$ cat src/sv/utf8_to_utf16_decoder_unit_defines.svh
// Assertion macros for the file that checks its own logic.
`ifndef UTF8_TO_UTF16_DECODER_UNIT_DEFINES_SVH
`define UTF8_TO_UTF16_DECODER_UNIT_DEFINES_SVH

// Same-cycle implication, checked outside reset.
`define U8U16_ASSERT_IMP(label, clk, rst_n, ante, cons) \
  label: assert property (@(posedge clk) disable iff (!(rst_n)) (ante) |-> (cons)) \
    else $error("u8u16 same-cycle check failed");

// Next-cycle implication, checked outside reset.
`define U8U16_ASSERT_NXT(label, clk, rst_n, ante, cons) \
  label: assert property (@(posedge clk) disable iff (!(rst_n)) (ante) |=> (cons)) \
    else $error("u8u16 next-cycle check failed");

`endif

$ cat src/sv/u8u16_pkg.sv
`default_nettype none

package u8u16_pkg;

  localparam int unsigned BYTE_W    = 8;
  localparam int unsigned UNIT_W    = 16;
  localparam int unsigned MAX_UNITS = 3;
  localparam int unsigned NUM_W     = 2;
  localparam int unsigned VAL_W     = 21;
  localparam int unsigned CNT_W     = 2;

  localparam logic [UNIT_W-1:0] SURR_HI_OFS = 16'hD7C0;
  localparam logic [UNIT_W-1:0] SURR_LO_OFS = 16'hDC00;

  localparam logic [CNT_W-1:0] CLS_NONE  = 2'd0;
  localparam logic [CNT_W-1:0] CLS_TWO   = 2'd1;
  localparam logic [CNT_W-1:0] CLS_THREE = 2'd2;
  localparam logic [CNT_W-1:0] CLS_FOUR  = 2'd3;

  typedef struct packed {
    logic [MAX_UNITS-1:0][UNIT_W-1:0] unit;
    logic [NUM_W-1:0]                 num;
  } res_t;

  function automatic logic [CNT_W-1:0] lead_class(input logic [BYTE_W-1:0] b);
    logic [CNT_W-1:0] cls;
    cls = CLS_NONE;
    if (b[7:5] == 3'b110) begin
      cls = CLS_TWO;
    end else if (b[7:4] == 4'b1110) begin
      cls = CLS_THREE;
    end else if (b[7:3] == 5'b11110) begin
      cls = CLS_FOUR;
    end
    return cls;
  endfunction

endpackage

`default_nettype wire

$ cat src/sv/u8u16_in_if.sv
`default_nettype none

interface u8u16_in_if import u8u16_pkg::*; ();
  logic              valid;
  logic              ready;
  logic [BYTE_W-1:0] data_byte;
  logic              string_end;

  modport source (output valid, output data_byte, output string_end, input ready);
  modport sink (input valid, input data_byte, input string_end, output ready);
endinterface

`default_nettype wire

$ cat src/sv/u8u16_out_if.sv
`default_nettype none

interface u8u16_out_if import u8u16_pkg::*; ();
  logic              valid;
  logic              ready;
  logic [UNIT_W-1:0] code_unit;
  logic              run_end;

  modport source (output valid, output code_unit, output run_end, input ready);
  modport sink (input valid, input code_unit, input run_end, output ready);
endinterface

`default_nettype wire

$ cat src/sv/u8u16_step.sv
`default_nettype none

module u8u16_step import u8u16_pkg::*; (
  input  wire logic              clk_i,
  input  wire logic              rst_ni,
  input  wire logic              fire_i,
  input  wire logic [BYTE_W-1:0] data_byte_i,
  input  wire logic              string_end_i,
  output res_t                   res_o
);

  logic [BYTE_W-1:0] lead_q, lead_d;
  logic [CNT_W-1:0]  count_q, count_d;
  logic [CNT_W-1:0]  needed_q, needed_d;
  logic [BYTE_W-1:0] follow_q [2];
  logic              fw_en;
  logic              fw_idx;
  logic [VAL_W-1:0]  val;
  logic [BYTE_W-1:0] first;
  logic [CNT_W-1:0]  cls;
  res_t              res;

  always_comb begin
    res      = '0;
    lead_d   = lead_q;
    count_d  = count_q;
    needed_d = needed_q;
    fw_en    = 1'b0;
    fw_idx   = count_q[0];
    first    = follow_q[0];
    cls      = lead_class(data_byte_i);
    val      = '0;
    case (needed_q)
      CLS_TWO: val = {10'd0, lead_q[4:0], data_byte_i[5:0]};
      CLS_THREE: val = {5'd0, lead_q[3:0], follow_q[0][5:0], data_byte_i[5:0]};
      default: val = {lead_q[2:0], follow_q[0][5:0], follow_q[1][5:0], data_byte_i[5:0]};
    endcase

    if (needed_q == CLS_NONE) begin
      if (cls == CLS_NONE || string_end_i) begin
        res.unit[0] = {8'd0, data_byte_i};
        res.num     = 2'd1;
      end else begin
        lead_d   = data_byte_i;
        needed_d = cls;
        count_d  = '0;
      end
    end else if (({1'b0, count_q} + 3'd1) >= {1'b0, needed_q}) begin
      if (val[VAL_W-1:UNIT_W] != '0) begin
        res.unit[0] = {5'd0, val[VAL_W-1:10]} + SURR_HI_OFS;
        res.unit[1] = {6'd0, val[9:0]} + SURR_LO_OFS;
        res.num     = 2'd2;
      end else begin
        res.unit[0] = val[UNIT_W-1:0];
        res.num     = 2'd1;
      end
      lead_d   = '0;
      count_d  = '0;
      needed_d = CLS_NONE;
    end else if (string_end_i) begin
      res.unit[0] = {8'd0, lead_q};
      if (count_q == '0) begin
        res.unit[1] = {8'd0, data_byte_i};
        res.num     = 2'd2;
      end else if (lead_class(first) == CLS_TWO) begin
        res.unit[1] = {5'd0, first[4:0], data_byte_i[5:0]};
        res.num     = 2'd2;
      end else begin
        res.unit[1] = {8'd0, first};
        res.unit[2] = {8'd0, data_byte_i};
        res.num     = 2'd3;
      end
      lead_d   = '0;
      count_d  = '0;
      needed_d = CLS_NONE;
    end else begin
      fw_en   = 1'b1;
      count_d = count_q + 2'd1;
    end
  end

  always_ff @(posedge clk_i or negedge rst_ni) begin
    if (!rst_ni) begin
      lead_q   <= '0;
      count_q  <= '0;
      needed_q <= CLS_NONE;
    end else if (fire_i) begin
      lead_q   <= lead_d;
      count_q  <= count_d;
      needed_q <= needed_d;
    end
  end

  always_ff @(posedge clk_i) begin
    if (fire_i && fw_en) begin
      follow_q[fw_idx] <= data_byte_i;
    end
  end

  assign res_o = res;

endmodule

`default_nettype wire

$ cat src/sv/u8u16_obuf.sv
`default_nettype none

module u8u16_obuf import u8u16_pkg::*; (
  input  wire logic              clk_i,
  input  wire logic              rst_ni,
  input  wire logic              fire_i,
  input  res_t                   res_i,
  output logic                   free_o,
  output logic                   valid_o,
  input  wire logic              ready_i,
  output logic [UNIT_W-1:0]      code_unit_o,
  output logic                   run_end_o
);

  logic [MAX_UNITS-1:0][UNIT_W-1:0] unit_q, unit_d;
  logic [NUM_W-1:0]                 cnt_q, cnt_d;
  logic                             pop;

  assign valid_o     = (cnt_q != '0);
  assign pop         = valid_o && ready_i;
  assign free_o      = (cnt_q == '0) || (cnt_q == 2'd1 && ready_i);
  assign code_unit_o = unit_q[0];
  assign run_end_o   = (cnt_q == 2'd1);

  always_comb begin
    unit_d = unit_q;
    cnt_d  = cnt_q;
    if (pop) begin
      for (int i = 0; i < MAX_UNITS - 1; i++) begin
        unit_d[i] = unit_q[i + 1];
      end
      cnt_d = cnt_q - 2'd1;
    end
    if (fire_i && res_i.num != '0) begin
      unit_d = res_i.unit;
      cnt_d  = res_i.num;
    end
  end

  always_ff @(posedge clk_i or negedge rst_ni) begin
    if (!rst_ni) begin
      cnt_q <= '0;
    end else begin
      cnt_q <= cnt_d;
    end
  end

  always_ff @(posedge clk_i) begin
    unit_q <= unit_d;
  end

endmodule

`default_nettype wire

$ cat src/sv/utf8_to_utf16_decoder_unit.sv
// UTF-8 to UTF-16 transcoder.
// The in_i channel carries one UTF-8 byte per beat with a string_end flag;
// the out_o channel carries one UTF-16 code unit per beat, with run_end set
// on the last unit that a given input byte produced.
// A byte is decoded in the cycle it is accepted against the held sequence
// state, and its zero to three code units land in the result register, so
// the first unit is offered in the cycle after the byte is taken.
// A byte that yields at most one unit can follow every cycle while out_o
// is ready, for a throughput of one byte per clock. A byte with k units
// holds the result register until all k are taken, as the output drains
// one unit per beat; bytes that extend a sequence produce no beat at all.
// Reset closes any open sequence and empties the result register.
// When the receiver stalls, the pending unit holds and in_i.ready stays low
// until the last unit of the current byte is taken; ready comes back in the
// same cycle that last unit is accepted.
`default_nettype none
`include "utf8_to_utf16_decoder_unit_defines.svh"

module utf8_to_utf16_decoder_unit import u8u16_pkg::*; (
  input  wire logic  clk_i,
  input  wire logic  rst_ni,
  u8u16_in_if.sink   in_i,
  u8u16_out_if.source out_o
);

  logic fire;
  logic free;
  res_t res;

  assign in_i.ready = free;
  assign fire       = in_i.valid && free;

  u8u16_step u_step (
    .clk_i        (clk_i),
    .rst_ni       (rst_ni),
    .fire_i       (fire),
    .data_byte_i  (in_i.data_byte),
    .string_end_i (in_i.string_end),
    .res_o        (res)
  );

  u8u16_obuf u_obuf (
    .clk_i       (clk_i),
    .rst_ni      (rst_ni),
    .fire_i      (fire),
    .res_i       (res),
    .free_o      (free),
    .valid_o     (out_o.valid),
    .ready_i     (out_o.ready),
    .code_unit_o (out_o.code_unit),
    .run_end_o   (out_o.run_end)
  );

  `U8U16_ASSERT_NXT(a_load_shows_first, clk_i, rst_ni, fire && res.num != '0, out_o.valid && out_o.code_unit == $past(res.unit[0]))
  `U8U16_ASSERT_NXT(a_hold_no_beat, clk_i, rst_ni, fire && res.num == '0 && !(out_o.valid && !out_o.ready), !out_o.valid)
  `U8U16_ASSERT_IMP(a_ready_only_last, clk_i, rst_ni, in_i.ready && out_o.valid, out_o.run_end && out_o.ready)

endmodule

`default_nettype wire
$ cat src/flat_wrapper.sv
// flat-port wrapper written by rule: the top's interface ports become plain ports
module utf8_to_utf16_decoder_unit_flat import u8u16_pkg::*;
  (clk_i, rst_ni, in_i_valid, in_i_data_byte, in_i_string_end, in_i_ready, out_o_valid, out_o_code_unit, out_o_run_end, out_o_ready);
  u8u16_in_if in_i_i ();
  u8u16_out_if out_o_i ();
  input  wire logic clk_i;
  input  wire logic rst_ni;
  input wire logic [$bits(in_i_i.valid)-1:0] in_i_valid;
  input wire logic [$bits(in_i_i.data_byte)-1:0] in_i_data_byte;
  input wire logic [$bits(in_i_i.string_end)-1:0] in_i_string_end;
  output wire logic [$bits(in_i_i.ready)-1:0] in_i_ready;
  output wire logic [$bits(out_o_i.valid)-1:0] out_o_valid;
  output wire logic [$bits(out_o_i.code_unit)-1:0] out_o_code_unit;
  output wire logic [$bits(out_o_i.run_end)-1:0] out_o_run_end;
  input wire logic [$bits(out_o_i.ready)-1:0] out_o_ready;
  assign in_i_i.valid = in_i_valid;
  assign in_i_i.data_byte = in_i_data_byte;
  assign in_i_i.string_end = in_i_string_end;
  assign in_i_ready = in_i_i.ready;
  assign out_o_valid = out_o_i.valid;
  assign out_o_code_unit = out_o_i.code_unit;
  assign out_o_run_end = out_o_i.run_end;
  assign out_o_i.ready = out_o_ready;
  utf8_to_utf16_decoder_unit u_core (.clk_i(clk_i), .rst_ni(rst_ni), .in_i(in_i_i), .out_o(out_o_i));
endmodule
$ cat config.mk
export PLATFORM = sky130hd
export DESIGN_NAME = utf8_to_utf16_decoder_unit_flat
export DESIGN_NICKNAME = d
export VERILOG_FILES = /design/src/sv/u8u16_pkg.sv /design/src/sv/u8u16_in_if.sv /design/src/sv/u8u16_out_if.sv /design/src/sv/u8u16_step.sv /design/src/sv/u8u16_obuf.sv /design/src/sv/utf8_to_utf16_decoder_unit.sv /design/src/flat_wrapper.sv
export VERILOG_INCLUDE_DIRS = /design/src /design/src/sv
export SDC_FILE = /design/constraint.sdc
export NUM_CORES = 1
export LEC_CHECK = 0
export BUFFER_PORTS_ARGS = -buffer_cell sky130_fd_sc_hd__clkbuf_2
export CORE_MARGIN = 2
export CORE_UTILIZATION = 25
export DETAILED_ROUTE_END_ITERATION = 7
export GPL_TIMING_DRIVEN = 0
export SETUP_SLACK_MARGIN = 0.05
export SYNTH_ARGS = -nofsm -noshare
export SYNTH_HDL_FRONTEND = slang
export SYNTH_SLANG_ARGS = --single-unit
$ cat constraint.sdc
create_clock -name clk_i -period 3.8 [get_ports clk_i]
set_input_delay 0.38 -clock clk_i [delete_from_list [all_inputs] [get_ports clk_i]]
set_output_delay 0.38 -clock clk_i [all_outputs]
set_load 0.02 [all_outputs]
# Word-level counts from Yosys, hierarchy flattened
# Memories as Yosys holds them, arrays and structs flattened.
# Cells that the tools add are included.
[word_totals]
input_bits = 13
word_cells = 90
out_inout_bits = 19
regBits = 54
memories = 1
romBits = 0
ramBits = 16
latch_bits = 0
[mem_list]
columns = ["memory", "words", "word_bits", "read_ports", "rd_clocked_by_memory_dff", "wr", "line_no", "rtl"]
rows = [
  ["u_core.u_step.follow_q", 2, 8, 2, 0, 1, "u8u16_step.sv:15", "logic [BYTE_W-1:0] follow_q [2];"],
]
[classes]
addsub = 5
mux = 45
reduce_logical = 19
shifts = 0
order_cmp = 1
mul = 0
eq_ne = 11
n_div = 0
n_bitwise = 1
[ops]
columns = ["op", "n"]
rows = [
  ["32-bit 2-to-1 mux", 2],
  ["50-bit 2-to-1 mux", 1],
  ["16-bit 2-to-1 mux", 3],
  ["21-bit one-hot mux with 2 select lines", 1],
  ["2-bit 2-to-1 mux", 20],
  ["8-bit 2-to-1 mux", 5],
  ["18-bit 2-to-1 mux", 2],
  ["34-bit 2-to-1 mux", 1],
  ["11-bit 2-to-1 mux", 2],
  ["11-bit by 15-bit adder with 16-bit output (second input constant)", 1],
  ["12-bit by 15-bit adder with 16-bit output (second input constant)", 1],
  ["5-bit equality test (second input constant)", 2],
  ["10-bit 2-to-1 mux", 1],
  ["4-bit equality test (second input constant)", 2],
  ["2-bit logical NOT", 4],
  ["1-bit 2-to-1 mux", 7],
  ["2-bit by 1-bit equality test with 1-bit output (second input constant)", 3],
  ["3-bit equality test (second input constant)", 2],
  ["2-bit nonzero test", 3],
  ["1-bit logical AND", 5],
  ["5-bit nonzero test", 1],
  ["5-bit OR reduction", 1],
  ["2-bit by 1-bit adder with 3-bit output (second input constant)", 1],
  ["3-bit by 2-bit greater-or-equal comparator with 1-bit output", 1],
  ["other kinds (9)", 10],
]

# Logic depth before layout (Yosys ltp)
# An unclocked memory read counts as a cell.
[depth]
depth_word = 18
ltp_mapped = 12
mapped_depth_nobuf = 9

# By module
# Synthesis repeated with hierarchy kept, for this count alone.
[unflattened]
hier_cells = 352
area_unflattened_um2 = 4377.9
[by_module_without_submodules]
columns = ["mod", "instances", "area_per_inst_um2", "cells_each", "seq_area_each_um2"]
rows = [
  ["u8u16_step", 1, 2239.6, 233, 720.7],
  ["u8u16_obuf", 1, 2132.0, 118, 1491.4],
  ["utf8_to_utf16_decoder_unit", 1, 6.3, 1, 0.0],
]

# Worst setup path before layout
# No wires, ideal clock.
[synth_path]
kind = "register -> register"
start = "reg u_core.u_step.count_q[0]"
end = "reg u_core.u_obuf.unit_q, in the netlist u_core.u_obuf.code_unit_o[0] (enable)"
slack_ps = 899
path_buffers = 1
arrival_time_ps = 2515
synth_period_minus_slack_ps = 2901
t_required_ps = 3415
setup_ps = 385
stages_incl_launch_ff = 8
cell_sequence = "dfrtp_1 -> inv_1 -> fa_1 -> or2_2 -> o21ai_2 -> o311ai_4 -> buf_8 -> nand2_1"
[synth_between]
elab_chain_cells = 8
word_cells_on_any_way = 10
classes_between = "1 x add/sub; 1 x order compare; 4 x mux; 4 x reduce/logical"
[synth_rtl]
columns = ["element", "line_no", "rtl"]
rows = [
  ["from (decl)", "u8u16_step.sv:13", "logic [CNT_W-1:0] count_q, count_d;"],
  ["from (signal assigned)", "u8u16_step.sv:89", "count_q <= count_d;"],
  ["branches (longest 3 deep; another with 2-bit by 1-bit adder with 3-bit output)", "n/a", ""],
  ["34-bit 2-to-1 mux *", "u8u16_step.sv:48", "end else if (({1'b0, count_q} + 3'd1) >= {1'b0, needed_q}) begin"],
  ["18-bit 2-to-1 mux *", "u8u16_step.sv:39", "if (needed_q == CLS_NONE) begin"],
  ["2-bit nonzero test *", "u8u16_obuf.sv:34", "if (fire_i && res_i.num != '0) begin"],
  ["1-bit logical AND *", "u8u16_obuf.sv:34", ""],
  ["2-bit nonzero test (no line) *", "n/a", ""],
  ["to (signal assigned)", "u8u16_obuf.sv:49", "unit_q <= unit_d;"],
  ["to (decl)", "u8u16_obuf.sv:15", "logic [MAX_UNITS-1:0][UNIT_W-1:0] unit_q, unit_d;"],
]
# Mark *: on every way between the ends.
# A chain may end at the register's enable or synchronous reset.

==> impl_metrics.ini <==
[floorplanning]
io_pins = 32
start_util_pct = 25.7
die_h_um = 124
std_cell_rows = 43
die_x_um = 124
core_um2 = 14000
die_area_um2 = 15400

[worst_hold_path]
min-delay-start = in_i_data_byte[7]
min_path_type = primary input to register

[sta]
tightest_slew_ns = 1.14
min_period_ns = 3.44
max_freq_ghz = 0.291
rsz0062_at_grt = false
fin_tns_setup_ns = 0
worst_slack_ns = 0.359
timing.slew.headroom_pct = 23.5
min_period_over_period_pct = 90.5
hold_violations = 0
slew_violations = 0
setup_viol_count_final = 0
skew_ns = 0.00699
hold_ws_ns = 0.321

[status]
status = complete, no violations

[finish]
finalNetCount = 398
layout_common_cells = edfxtp_1, clkbuf_2, nand2_1, nor2_1, buf_4
final_common_cell = edfxtp_1
layout-drive-gt1-share_pct = 22.4
syn_to_final_growth_pct = 18.5
postLayoutCoreUtil_pct = 30.5

[critical_path]
max_stage_delay_ns = 0.54
arrival_ns = 3.64
path_class = register to register
r2r-start = u_core.u_step.needed_q[1]$_DFFE_PN0P_
critPathLaunchType = register
cp_cell_sequence = inv_1 -> ha_1 -> clkbuf_2 -> clkbuf_1 -> nand2b_1 -> ha_1 -> clkbuf_1 -> o21ai_1 -> a22oi_1 -> nor3_1 -> a21o_1
worstPathRequired_ns = 4.00
endpoint_kind = register
crit_fanout = 10
critPathSlowestCell = nor3_1
cp-startpoint = u_core.u_step.needed_q[1]$_DFFE_PN0P_

[pwr]
clock_power_share_pct = 21.8
leakagePower_nw = 1.72
seqPwrFrac_pct = 33.0
power.switching_mw = 1.34
finalPower_mw = 3.45
irDropWorstVdd_uv = 261
cellPowerDensity_nw_per_um2 = 810
p_sw_share_pct = 38.9
power_frac_comb_pct = 45.1
p_int_mw = 2.11

[yosys]
syn-num-nets = 356
ys_seq_area_share_pct = 51.5
synthFlopType = edfxtp_1
yosysTopAreaCellShare_pct = 41.7
async_flop_share_pct = 21.9
yosysWarningCount = 0
yosys_register_bits = 64
synthCells = 333
netlist_area_um2 = 3600
yosysTopAreaCell = edfxtp_1
postSynthAreaPerCell_um2 = 10.8
ys_types = 57
ys_top_cells_by_area = edfxtp_1, dfrtp_1, buf_4
synth_edf_count = 50

[routing]
ant_nets = 0
firstDrtPassIters = 5
vias = 2822
drc = 0
wire_per_inst_um = 17.0
drtIter0Drc = 181
drt-total-wl_um = 9560
viasPerCell = 5.03

[placed_design]
io_buffer_count = 30
hpwl_um = 7060
gp_congestion = 0.943
post-place-ws_ns = 0.313

[clock_network]
cts_tree = yes
cts_setup_buffers = 0
root_buffer = clkbuf_16
clk_pin_slew_ns = 0.05
clockBufferDepth = 2
cts_sinks = 64
clk_latency_ns = 0.33
cts_buffers = 9
h-tree-depth = 3

[flow_run]
drv_cap = 0

[global_route]
grt_pass1_wl_um = 14800
antenna_found_initial = 1
grt_usage_pct = 13.0
grt_pass1_vias = 2626
overflow = 0
grt_max_degree = 29
-- layer usage --
layer / track usage [%] / part of all wire [%]
met1: 17.5 / 44
met2: 20.1 / 46
met5: 0 / 0
met3: 2.43 / 7.1
met4: 6.25 / 3.3
-- cells by family after synthesis --
kind of cell             count (synthesis)  share of synthesized area (%)
buffers and inverters                   46                           7.82
adder cells (fa/ha/maj)                 10                           3.69
AO/OA/AOI/OAI                          103                           21.1
flip-flops                              64                           51.5
AND/OR/NAND/NOR                        107                           15.1
XOR/XNOR                                 2                          0.487
multiplexers                             1                          0.313
-- synthesized netlist by cell type (all sizes together), types with 2 or more instances --
master  number
nor3         7
nor2b        6
o221ai       2
ha           9
o21ai       12
o211ai       3
nor4         6
and2        14
dfrtp       14
inv         11
o31ai        4
a21oi       14
nand2b       6
buf         28
a31oi       17
o21a         3
clkbuf       7
a22oi       10
a22o        14
a21o        10
edfxtp      50
nor2        24
or3          2
and3         7
nand3b       2
nand3        6
nand2       23
a32o         2
-- worst max-delay path: cells and delay by family, from the launching register on --
family | cells | cell delay (ns)
adders and majority gates | 2 | 0.51
buffers and inverters | 4 | 0.74
and+or+nand+nor | 2 | 0.74
AOI/OAI and AO/OA | 3 | 0.88
DFF | 1 | 0.43
-- sequential cells by signal (all words and copies together) (netlist names) --
signal,cells
u_core.u_step.count_q,2
u_core.u_obuf.unit_q,20
u_core.u_obuf.cnt_q,2
u_core.u_obuf.code_unit_o,16
u_core.u_step.needed_q,2
u_core.u_step.follow_q,14
u_core.u_step.lead_q,8
-- per-stage QoR --
step | cells | area (um^2)
global placement | 543 | 3970
detailed placement | 543 | 3970
CTS | 560 | 4260
finish | 561 | 4260
floorplan | 333 | 3600
global route | 560 | 4260
-- what timing repair did --
action / CTS / global route
hold endpoints to repair: 14 / 0
hold buffers: 1 / 0
gates resized for setup: 0 / 2
endpoints found under the setup margin: 0 / 6
-- worst paths after layout --
path / to / slack (ns) / cells after the start
worst max-delay path: u_core.u_obuf.unit_q[20]$_DFFE_PP_ / 0.36 / 11
worst min-delay path: u_core.u_step.follow_q[0][7]$_DFFE_PP_ / 0.32 / 1
worst max register to register: u_core.u_obuf.unit_q[20]$_DFFE_PP_ / 0.36 / 11
worst min register to register: u_core.u_step.lead_q[6]$_DFFE_PN0P_ / 0.51 / 1
max in group asynchronous: u_core.u_obuf.cnt_q[0]$_DFFE_PN0P_ / 3.05 / 2
min in group asynchronous: u_core.u_step.count_q[0]$_DFFE_PN0P_ / 0.49 / 2
-- final cells by class --
type	count	area (um^2)
multi-input cells	223	1470
fillers	1456	9720
well taps	180	225
repair buffers	31	160
clock inverters	4	20.0
flip-flops and latches	64	1850
inverters	11	46.3
plain buffers	35	236
diodes	1	2.50
clock buffers	12	256
-- power groups by stage --
| stage | Combinational, mW | Clock [mW] | Sequential, mW |
|---|---|---|---|
| after floorplan | 1.15 | 0 | 1.12 |
| after detailed placement | 1.55 | 0 | 1.16 |
| after global routing | 1.70 | 0.800 | 1.16 |
| after global placement | 1.53 | 0 | 1.15 |
| final | 1.56 | 0.754 | 1.14 |
| after CTS | 1.55 | 0.765 | 1.14 |
No activity file was read; power rests on OpenSTA's default activity.
